### src/rtl/jcmd_pkg.sv
`timescale 1ns / 1ps

package jcmd_pkg;

  localparam int SAMPLE_W = 10;
  localparam int DELAY_W = 10;
  localparam int STEP_W = 8;
  localparam int WAIT_W = 11;
  localparam int POS_W = 3;
  localparam int LINE_W = 8;
  localparam int CFG_IDX_W = 3;
  localparam int CFG_DATA_W = 10;
  localparam int GRID_SIZE = 8;
  localparam int QUEUE_DEPTH = 2;

  localparam logic [CFG_IDX_W-1:0] REG_FAST_LOW = 3'd0;
  localparam logic [CFG_IDX_W-1:0] REG_SLOW_LOW = 3'd1;
  localparam logic [CFG_IDX_W-1:0] REG_SLOW_HIGH = 3'd2;
  localparam logic [CFG_IDX_W-1:0] REG_FAST_HIGH = 3'd3;
  localparam logic [CFG_IDX_W-1:0] REG_SLOW_DELAY = 3'd4;
  localparam logic [CFG_IDX_W-1:0] REG_FAST_DELAY = 3'd5;
  localparam logic [CFG_IDX_W-1:0] REG_DELAY_STEP = 3'd6;

  localparam logic [SAMPLE_W-1:0] RST_FAST_LOW = 10'd250;
  localparam logic [SAMPLE_W-1:0] RST_SLOW_LOW = 10'd500;
  localparam logic [SAMPLE_W-1:0] RST_SLOW_HIGH = 10'd550;
  localparam logic [SAMPLE_W-1:0] RST_FAST_HIGH = 10'd787;
  localparam logic [DELAY_W-1:0] RST_SLOW_DELAY = 10'd400;
  localparam logic [DELAY_W-1:0] RST_FAST_DELAY = 10'd200;
  localparam logic [STEP_W-1:0] RST_DELAY_STEP = 8'd20;
  localparam logic [LINE_W-1:0] ROWS_OFF = 8'hFF;

  localparam logic [1:0] DIR_STOP = 2'd0;
  localparam logic [1:0] DIR_POS = 2'd1;
  localparam logic [1:0] DIR_NEG = 2'd2;

  typedef struct packed {
    logic [1:0] dir;
    logic [DELAY_W-1:0] delay;
  } cmd_t;

  typedef struct packed {
    logic [LINE_W-1:0] row_drive;
    logic [LINE_W-1:0] column_drive;
    logic next_channel;
    logic [POS_W-1:0] cursor_x;
    logic [POS_W-1:0] cursor_y;
  } res_t;

  function automatic logic [POS_W-1:0] inc_wrap(input logic [POS_W-1:0] p);
    logic [POS_W:0] n;
    n = {1'b0, p} + 1'b1;
    return (n >= (POS_W+1)'(GRID_SIZE)) ? '0 : n[POS_W-1:0];
  endfunction

  function automatic logic [POS_W-1:0] dec_wrap(input logic [POS_W-1:0] p);
    return (p == '0) ? POS_W'(GRID_SIZE - 1) : p - 1'b1;
  endfunction

endpackage

### src/rtl/joystick_cursor_matrix_driver.sv
// Joystick cursor driver for an 8x8 LED matrix. Each item pushed is one 10-bit
// joystick sample, alternately for the X and the Y axis (X first after reset);
// each item yields exactly one result carrying the row and column drive latches,
// the axis of the next sample and both cursor positions. The block takes one
// item per clock cycle while in_full is low; each result passes through the
// command queue, after classification, and then the result queue, after the
// cursor update, before it can be popped. Full rises only when results are not
// popped and both queues have filled. Configuration writes are always ready
// and must be made while no item is in flight.
`timescale 1ns / 1ps

module joystick_cursor_matrix_driver
  import jcmd_pkg::*;
#(
  parameter int QUEUE_DEPTH_P = QUEUE_DEPTH
) (
  input  logic                  clk,
  input  logic                  rst_n,
  input  logic                  in_push,
  output logic                  in_full,
  input  logic [SAMPLE_W-1:0]   in_adc_sample,
  output logic                  out_empty,
  input  logic                  out_pop,
  output logic [LINE_W-1:0]     out_row_drive,
  output logic [LINE_W-1:0]     out_column_drive,
  output logic                  out_next_channel,
  output logic [POS_W-1:0]      out_cursor_x,
  output logic [POS_W-1:0]      out_cursor_y,
  input  logic                  cfg_valid,
  output logic                  cfg_ready,
  input  logic [CFG_IDX_W-1:0]  cfg_index,
  input  logic [CFG_DATA_W-1:0] cfg_data
);

  cmd_t cmd_in, cmd_head;
  res_t res_in, res_head;
  logic [STEP_W-1:0] delay_step;
  logic cmd_empty, cmd_pop, res_full, res_push;

  jcmd_front u_front (
    .clk        (clk),
    .rst_n      (rst_n),
    .cfg_valid  (cfg_valid),
    .cfg_ready  (cfg_ready),
    .cfg_index  (cfg_index),
    .cfg_data   (cfg_data),
    .sample     (in_adc_sample),
    .cmd        (cmd_in),
    .delay_step (delay_step)
  );

  jcmd_queue #(
    .WIDTH ($bits(cmd_t)),
    .DEPTH (QUEUE_DEPTH_P)
  ) u_cmd_queue (
    .clk   (clk),
    .rst_n (rst_n),
    .push  (in_push),
    .wdata (cmd_in),
    .full  (in_full),
    .pop   (cmd_pop),
    .rdata (cmd_head),
    .empty (cmd_empty)
  );

  jcmd_back u_back (
    .clk        (clk),
    .rst_n      (rst_n),
    .cmd_empty  (cmd_empty),
    .cmd        (cmd_head),
    .cmd_pop    (cmd_pop),
    .delay_step (delay_step),
    .res_full   (res_full),
    .res_push   (res_push),
    .res        (res_in)
  );

  jcmd_queue #(
    .WIDTH ($bits(res_t)),
    .DEPTH (QUEUE_DEPTH_P)
  ) u_res_queue (
    .clk   (clk),
    .rst_n (rst_n),
    .push  (res_push),
    .wdata (res_in),
    .full  (res_full),
    .pop   (out_pop),
    .rdata (res_head),
    .empty (out_empty)
  );

  assign out_row_drive = res_head.row_drive;
  assign out_column_drive = res_head.column_drive;
  assign out_next_channel = res_head.next_channel;
  assign out_cursor_x = res_head.cursor_x;
  assign out_cursor_y = res_head.cursor_y;

endmodule

### src/rtl/jcmd_queue.sv
`timescale 1ns / 1ps

module jcmd_queue
  import jcmd_pkg::*;
#(
  parameter int WIDTH = 1,
  parameter int DEPTH = QUEUE_DEPTH
) (
  input  logic             clk,
  input  logic             rst_n,
  input  logic             push,
  input  logic [WIDTH-1:0] wdata,
  output logic             full,
  input  logic             pop,
  output logic [WIDTH-1:0] rdata,
  output logic             empty
);

  localparam int PTR_W = (DEPTH > 1) ? $clog2(DEPTH) : 1;
  localparam int CNT_W = $clog2(DEPTH + 1);

  logic [WIDTH-1:0] mem_r [DEPTH];
  logic [PTR_W-1:0] wr_ptr_r, wr_ptr_nxt;
  logic [PTR_W-1:0] rd_ptr_r, rd_ptr_nxt;
  logic [CNT_W-1:0] count_r, count_nxt;
  logic do_push, do_pop;

  assign full = (count_r == CNT_W'(DEPTH));
  assign empty = (count_r == '0);
  assign do_push = push && !full;
  assign do_pop = pop && !empty;
  assign rdata = mem_r[rd_ptr_r];

  always_comb begin
    wr_ptr_nxt = wr_ptr_r;
    rd_ptr_nxt = rd_ptr_r;
    count_nxt = count_r;
    if (do_push) begin
      wr_ptr_nxt = (wr_ptr_r == PTR_W'(DEPTH - 1)) ? '0 : wr_ptr_r + 1'b1;
    end
    if (do_pop) begin
      rd_ptr_nxt = (rd_ptr_r == PTR_W'(DEPTH - 1)) ? '0 : rd_ptr_r + 1'b1;
    end
    if (do_push && !do_pop) begin
      count_nxt = count_r + 1'b1;
    end else if (do_pop && !do_push) begin
      count_nxt = count_r - 1'b1;
    end
  end

  always_ff @(posedge clk) begin
    if (!rst_n) begin
      wr_ptr_r <= '0;
      rd_ptr_r <= '0;
      count_r <= '0;
    end else begin
      wr_ptr_r <= wr_ptr_nxt;
      rd_ptr_r <= rd_ptr_nxt;
      count_r <= count_nxt;
    end
  end

  always_ff @(posedge clk) begin
    if (do_push) begin
      mem_r[wr_ptr_r] <= wdata;
    end
  end

endmodule

### src/rtl/jcmd_front.sv
`timescale 1ns / 1ps

module jcmd_front
  import jcmd_pkg::*;
(
  input  logic                  clk,
  input  logic                  rst_n,
  input  logic                  cfg_valid,
  output logic                  cfg_ready,
  input  logic [CFG_IDX_W-1:0]  cfg_index,
  input  logic [CFG_DATA_W-1:0] cfg_data,
  input  logic [SAMPLE_W-1:0]   sample,
  output cmd_t                  cmd,
  output logic [STEP_W-1:0]     delay_step
);

  logic [SAMPLE_W-1:0] fast_low_r, slow_low_r, slow_high_r, fast_high_r;
  logic [DELAY_W-1:0] slow_delay_r, fast_delay_r;
  logic [STEP_W-1:0] delay_step_r;

  assign cfg_ready = 1'b1;
  assign delay_step = delay_step_r;

  always_ff @(posedge clk) begin
    if (!rst_n) begin
      fast_low_r <= RST_FAST_LOW;
      slow_low_r <= RST_SLOW_LOW;
      slow_high_r <= RST_SLOW_HIGH;
      fast_high_r <= RST_FAST_HIGH;
      slow_delay_r <= RST_SLOW_DELAY;
      fast_delay_r <= RST_FAST_DELAY;
      delay_step_r <= RST_DELAY_STEP;
    end else if (cfg_valid) begin
      case (cfg_index)
        REG_FAST_LOW: fast_low_r <= cfg_data;
        REG_SLOW_LOW: slow_low_r <= cfg_data;
        REG_SLOW_HIGH: slow_high_r <= cfg_data;
        REG_FAST_HIGH: fast_high_r <= cfg_data;
        REG_SLOW_DELAY: slow_delay_r <= cfg_data;
        REG_FAST_DELAY: fast_delay_r <= cfg_data;
        REG_DELAY_STEP: delay_step_r <= cfg_data[STEP_W-1:0];
        default: ;
      endcase
    end
  end

  always_comb begin
    if (sample > slow_high_r && sample < fast_high_r) begin
      cmd.dir = DIR_POS;
      cmd.delay = slow_delay_r;
    end else if (sample > fast_high_r) begin
      cmd.dir = DIR_POS;
      cmd.delay = fast_delay_r;
    end else if (sample < slow_low_r && sample > fast_low_r) begin
      cmd.dir = DIR_NEG;
      cmd.delay = slow_delay_r;
    end else if (sample < fast_low_r) begin
      cmd.dir = DIR_NEG;
      cmd.delay = fast_delay_r;
    end else begin
      cmd.dir = DIR_STOP;
      cmd.delay = '0;
    end
  end

endmodule

### src/rtl/jcmd_back.sv
`timescale 1ns / 1ps

module jcmd_back
  import jcmd_pkg::*;
(
  input  logic              clk,
  input  logic              rst_n,
  input  logic              cmd_empty,
  input  cmd_t              cmd,
  output logic              cmd_pop,
  input  logic [STEP_W-1:0] delay_step,
  input  logic              res_full,
  output logic              res_push,
  output res_t              res
);

  logic phase_r, phase_nxt;
  logic [POS_W-1:0] x_r, x_nxt, y_r, y_nxt;
  logic [WAIT_W-1:0] x_wait_r, x_wait_nxt, y_wait_r, y_wait_nxt;
  logic [LINE_W-1:0] row_r, row_nxt, col_r, col_nxt;
  logic [WAIT_W-1:0] wait_cur, wait_adv;
  logic reach;

  assign cmd_pop = !cmd_empty && !res_full;
  assign res_push = cmd_pop;

  assign wait_cur = phase_r ? y_wait_r : x_wait_r;
  assign reach = !(wait_cur < WAIT_W'(cmd.delay) && cmd.delay != '0);
  assign wait_adv = reach ? '0 : wait_cur + WAIT_W'(delay_step);

  always_comb begin
    phase_nxt = ~phase_r;
    x_nxt = x_r;
    y_nxt = y_r;
    x_wait_nxt = x_wait_r;
    y_wait_nxt = y_wait_r;
    row_nxt = row_r;
    col_nxt = col_r;
    if (!phase_r) begin
      x_wait_nxt = wait_adv;
      if (reach && cmd.dir == DIR_POS) begin
        x_nxt = inc_wrap(x_r);
      end else if (reach && cmd.dir == DIR_NEG) begin
        x_nxt = dec_wrap(x_r);
      end
    end else begin
      y_wait_nxt = wait_adv;
      if (reach && cmd.dir == DIR_POS) begin
        y_nxt = dec_wrap(y_r);
      end else if (reach && cmd.dir == DIR_NEG) begin
        y_nxt = inc_wrap(y_r);
      end
      if (reach) begin
        row_nxt = ~(LINE_W'(1) << y_nxt);
        col_nxt = LINE_W'(1) << x_r;
      end
    end
  end

  always_comb begin
    res.row_drive = row_nxt;
    res.column_drive = col_nxt;
    res.next_channel = phase_nxt;
    res.cursor_x = x_nxt;
    res.cursor_y = y_nxt;
  end

  always_ff @(posedge clk) begin
    if (!rst_n) begin
      phase_r <= 1'b0;
      x_r <= '0;
      y_r <= '0;
      x_wait_r <= '0;
      y_wait_r <= '0;
      row_r <= ROWS_OFF;
      col_r <= '0;
    end else if (cmd_pop) begin
      phase_r <= phase_nxt;
      x_r <= x_nxt;
      y_r <= y_nxt;
      x_wait_r <= x_wait_nxt;
      y_wait_r <= y_wait_nxt;
      row_r <= row_nxt;
      col_r <= col_nxt;
    end
  end

endmodule

### config.mk
export PLATFORM = sky130hd
export DESIGN_NAME = joystick_cursor_matrix_driver
export DESIGN_NICKNAME = d
export VERILOG_FILES = /design/src/rtl/jcmd_pkg.sv /design/src/rtl/joystick_cursor_matrix_driver.sv /design/src/rtl/jcmd_queue.sv /design/src/rtl/jcmd_front.sv /design/src/rtl/jcmd_back.sv
export SDC_FILE = /design/constraint.sdc
export NUM_CORES = 1
export LEC_CHECK = 0
export BUFFER_PORTS_ARGS = -buffer_cell sky130_fd_sc_hd__buf_2
export CORE_MARGIN = 4
export CORE_UTILIZATION = 55
export CTS_CLUSTER_DIAMETER = 50
export CTS_CLUSTER_SIZE = 10
export DETAILED_ROUTE_END_ITERATION = 7
export GPL_TIMING_DRIVEN = 1
export PLACE_DENSITY = 0.73
export SLEW_MARGIN = 10
export SYNTH_ARGS = -nofsm -noshare
export SYNTH_HDL_FRONTEND = slang
export SYNTH_SLANG_ARGS = --single-unit
export TNS_END_PERCENT = 20
### constraint.sdc
create_clock -name clk -period 4.5 [get_ports clk]
set_input_delay 0.45 -clock clk [delete_from_list [all_inputs] [get_ports clk]]
set_output_delay 0.45 -clock clk [all_outputs]
set_load 0.01 [all_outputs]
# Word level (Yosys, flattened, before mapping)
# Memory sizes are Yosys's and may differ from the RTL's. A register that Yosys moved wholly into a read port is not among the register bits.
# Cells that the tools add are included.
[totals] n_memories=2 word_cells=135 latchBits=0 in_bits=28 mem_bits_ro=0 ff_bits=121 output_inout_bits=26 mem_bits_rw=70
[op_classes] n_reduce_logical=40 bitwise=2 div=0 shifts=2 mul=0 magnitude_cmp=9 eq_ne=10 muxes=37 add_sub_neg=13
[memory_table] name="u_res_queue.mem_r" words=2 width=23 rd=1 rd_ports_with_merged_regs=1 wr=1 line="jcmd_queue.sv:22" source="logic [WIDTH-1:0] mem_r [DEPTH];"
[memory_table] name="u_cmd_queue.mem_r" words=2 width=12 rd=1 rd_ports_with_merged_regs=1 wr=1 line="jcmd_queue.sv:22"
[ops] cell="$mux 12" n=4
[ops] cell="$mux 3" n=11
[ops] cell="$mux 8" n=4
[ops] cell="$gt 10x10->1" n=3
[ops] cell="$lt 10x10->1" n=3
[ops] cell="$mux 11" n=2
[ops] cell="$reduce_and 2->1" n=9
[ops] cell="$shl 1x3->8 const A" n=2
[ops] cell="$logic_and 1x1->1" n=14
[ops] cell="$mux 1" n=12
[ops] cell="$add 11x8->11" n=1
[ops] cell="$lt 11x10->1" n=1
[ops] cell="$reduce_bool 10->1" n=1
[ops] cell="$eq 3x3->1 const B" n=3
[ops] cell="$logic_not 1->1" n=9
[ops] cell="$logic_not 3->1" n=3
[ops] cell="$add 3x1->4 const B" n=2
[ops] cell="$ge 4x4->1 const B" n=2
[ops] cell="$mux 2" n=4
[ops] cell="$not 8->8" n=1
[ops] cell="$eq 2x2->1 const B" n=3
[ops] cell="$eq 3x2->1 const B" n=2
[ops] cell="$sub 3x1->3 const B" n=2
[ops] cell="$add 1x1->1 const B" n=4
[ops] cell="7 further kinds" n=11

# Logic depth before layout (Yosys ltp)
[depth] depth_word=12 depth_mapped=13 depth_no_buf=10

# Hierarchy
# From an unflattened synthesis, not the netlist that was laid out.
[hier_totals] cells_unflattened=998 hier_area_um2=9759.4
[modules_own_cells] mod="jcmd_front" area_per_inst_um2=3598.5 n_inst=1 cells_per_inst=440 seq_area_each_um2=1361.3
[modules_own_cells] mod="jcmd_back" area_per_inst_um2=3181.8 n_inst=1 cells_per_inst=400 seq_area_each_um2=900.9
[modules_own_cells] mod="jcmd_queue at u_res_queue" area_per_inst_um2=1884.3 n_inst=1 cells_per_inst=96 seq_area_each_um2=1481.4
[modules_own_cells] mod="jcmd_queue at u_cmd_queue" area_per_inst_um2=1094.8 n_inst=1 cells_per_inst=62 seq_area_each_um2=820.8

# Worst setup path before layout
# OpenSTA, ideal clock, no wires.
[synth_path] path_type="register -> register" startpoint="register u_back.phase_r" endpoint="memory u_res_queue.mem_r[0][18] (netlist bit) (data pin)" path_slack_ns=0.836 t_arrival_ns=3.396 n_path_buf=2 stages_incl_launch_ff=11 path_cell_list="dfxtp_1 -> clkbuf_1 -> buf_1 -> mux2_2 -> ha_1 -> a21o_1 -> a211o_1 -> or3_4 -> nor3_2 -> o211ai_4 -> o41a_1"
[synth_rtl] item="start: declaration" line="jcmd_back.sv:17" source="logic phase_r, phase_nxt;"
[synth_rtl] item="start signal: assignment" line="jcmd_back.sv:78" source="phase_r <= phase_nxt;"
[synth_rtl] item="end: declaration" line="jcmd_queue.sv:22"

==> results.sh <==
export IMPL_endpoint_kind="flop"
export IMPL_postSynthCellCount=962
export IMPL_fin_util_pct=62.6
export IMPL_p_leak_nw=4.11
export IMPL_ys_flop_type="dfxtp_1"
export IMPL_start_kind="flop"
export IMPL_cap_violations=0
export IMPL_syn2layout_area_growth_pct=10.8
export IMPL_antenna_cells=0
export IMPL_yosysUniqueCellTypes=64
export IMPL_setup_slack_ps=796
export IMPL_ys_seq_area_share_pct=48.4
export IMPL_combinationalPowerShare_pct=27.1
export IMPL_antenna_found_initial=0
export IMPL_crit_buf_inv=1
export IMPL_die_y_um=139
export IMPL_fin_crit_ps=3700
export IMPL_pre_cts_ws_ps=835
export IMPL_power_density_mw_per_mm2=492
export IMPL_drt_pass1_iterations=5
export IMPL_whs_ps=351
export IMPL_layout_commonest_cell="nand2_1"
export IMPL_path_max_fanout=11
export IMPL_cts_made_buffers=17
export IMPL_critPathTopFamily="compound AO/OA/AOI/OAI gates"
export IMPL_initial_core_util_pct=56.5
export IMPL_ir_worst_vdd_v=0.000303
export IMPL_ys_ff_latch=193
export IMPL_slew_headroom_pct=27.8
export IMPL_antenna_left=0
export IMPL_die_width_um=139
export IMPL_switching_share_pct=32.4
export IMPL_gp_congestion=0.875
export IMPL_p_switching_mw=1.67
export IMPL_fmax_ghz=0.270
export IMPL_die_area_mm2=0.0193
export IMPL_ys_warn_count=0
export IMPL_post_route_period_util_pct=82.3
export IMPL_worstPathCellList="mux2i_1 -> inv_1 -> ha_1 -> a21o_1 -> a211o_1 -> nor3_4 -> o21ai_1 -> o221ai_2 -> o211ai_4 -> o41a_1"
export IMPL_post_cts_buffers=0
export IMPL_p_clk_share_pct=27.9
export IMPL_core_area_mm2=0.0167
export IMPL_num_vias=7132
export IMPL_hold_violations=0
export IMPL_synthesis_area_mm2=0.00944
export IMPL_drt_total_wl_mm=20.2
export IMPL_cts_hold_buffers_added=0
export IMPL_worstPathArrival_ps=3870
export IMPL_cts_max_path_buffers=2
export IMPL_setup_viol=0
export IMPL_grt_pass1_wl_mm=33.9
export IMPL_htree_levels=4
export IMPL_io_buffer_count=52
export IMPL_post_dp_hpwl_mm=14.6
export IMPL_drive_above_1_share_pct=14.5
export IMPL_status="complete, no violations"
export IMPL_p_int_mw=3.48
export IMPL_grt_max_degree=48
export IMPL_grt_pass1_vias=6857
export IMPL_synth_edf_count=70
export IMPL_cts_resized_gates=0
export IMPL_wl_per_cell_um=16.3
export IMPL_syn_num_nets=1059
export IMPL_clk_latency_ps=430
export IMPL_min_path_type="primary input to flop"
export IMPL_grt_overflow_total=0
export IMPL_ioPinCount=54
export IMPL_root_buffer="clkbuf_16"
export IMPL_crit_type="flop to flop"
export IMPL_timing_final_max_slew_violations=0
export IMPL_synth_avg_cell_area_um2=9.81
export IMPL_mostFrequentLayoutCells="161 x nand2_1, 123 x dfxtp_1, 79 x a21oi_1, 70 x edfxtp_1, 68 x ha_1"
export IMPL_cts_tree="built"
export IMPL_nets=1102
export IMPL_rows=47
export IMPL_cts_num_sinks=193
export IMPL_slowest_stage="dfxtp_1"
export IMPL_synth_async_reset_ratio_pct=0
export IMPL_cp_slowest_stage_delay_ps=630
export IMPL_drtIter0Drc=386
export IMPL_p_seq_share_pct=45.0
export IMPL_vias_per_cell=5.76
export IMPL_rsz0062_at_grt="no"
export IMPL_skew_ps=10.6
export IMPL_p_total_mw=5.14
export IMPL_grt_usage_pct=21.2
export IMPL_tightest_slew_ps=1080
export IMPL_tns_ps=0
export IMPL_drc=0
export IMPL_clk_pin_slew_ps=70
export IMPL_cp_data_required_time_ps=4670
-- area by class of cell --
class                      count  area [µm²]
multi-input combinational    679        4530
clock inverter                15         133
clock buffer                  17         425
inverter                      52         195
timing repair buffer          62         335
sequential                   193        4560
tap                          220         275
fill                        1415        6240
-- cells by family after synthesis --
logic type / share of synthesized area, %
and+or+nand+nor: 14.7
AOI/OAI and AO/OA: 16.4
DFF: 48.4
buffers and inverters: 3.69
adders and majority gates: 9.23
muxes: 6.17
xor gates and xnor gates: 1.39
other: 0.0397
-- flip-flops by register name, indices dropped and copies added (netlist names), 8 cells and up, named ones only --
name and count:
u_res_queue.mem_r 46, u_front.slow_delay_r 10, u_back.col_r 8, u_front.fast_low_r 10, u_back.x_wait_r 11, u_back.y_wait_r 11, u_front.fast_delay_r 10, u_back.row_r 8
u_front.delay_step 8, u_front.slow_high_r 10, u_front.fast_high_r 10, u_front.slow_low_r 10, u_cmd_queue.mem_r 24
-- power groups by stage --
stage	Combinational (mW)	Sequential (mW)	Clock (mW)
detailed placement	1.40	2.36	0
global route	1.55	2.35	1.54
CTS	1.41	2.32	1.46
floorplan	1.06	2.26	0
global placement	1.37	2.35	0
finish	1.39	2.32	1.43
-- final timing paths --
check,startpoint,end,depth (start not counted),slack (ps)
max,u_back.phase_r,u_res_queue.mem_r[1][18],10,800
min,cfg_data[8],u_front.fast_delay_r[8],3,350
max reg2reg,u_back.phase_r,u_res_queue.mem_r[1][18],10,800
min reg2reg,u_back.x_wait_r[2],u_back.x_wait_r[2],2,450
-- synth_stat cells (5+ instances only) --
cell      instances  area [µm²]
nor2b_1           8        50.1
nor2_1           44         165
nand2b_1          8        50.1
a31oi_1          13        81.3
mux2i_1          15         150
and3_1            5        31.3
mux2_2           37         417
clkbuf_1         29         109
o21a_1            6        45.0
nand2_1         161         604
xor2_1            7        61.3
buf_2             5        25.0
xnor2_1           8        70.1
nand3_1          31         155
dfxtp_1         123        2460
ha_1             68         851
edfxtp_1         70        2100
a41oi_1          13         114
or2_2             6        37.5
a21o_1           11        82.6
nand4_1           7        43.8
o211ai_1         24         180
a22o_1           20         175
inv_1            50         188
a21oi_1          79         395
o21ai_0          22         110
a211oi_1          7        52.6
nor3_1           26         130
-- through the flow --
step                      instances  cell area (µm²)
after CTS                      1238            10500
after global routing           1238            10500
after detailed placement       1206             9900
after floorplan                 962             9440
after global placement         1206             9900
final                          1238            10500
-- layer usage --
layer	wire, µm	part of all wire (%)	vias up	track usage [%]
met5	0	0	-	0
met2	9780	48	166	36.1
met3	856	4.2	33	3.31
met1	9200	45	3369	27.8
met4	389	1.9	0	7.21
li1	-	-	3564	-
-- worst min-delay path, stage by stage --
cell and delay [ps]:
buf_2 160, nand2_1 70, a21oi_1 50
No activity file was read; power rests on OpenSTA's default activity.
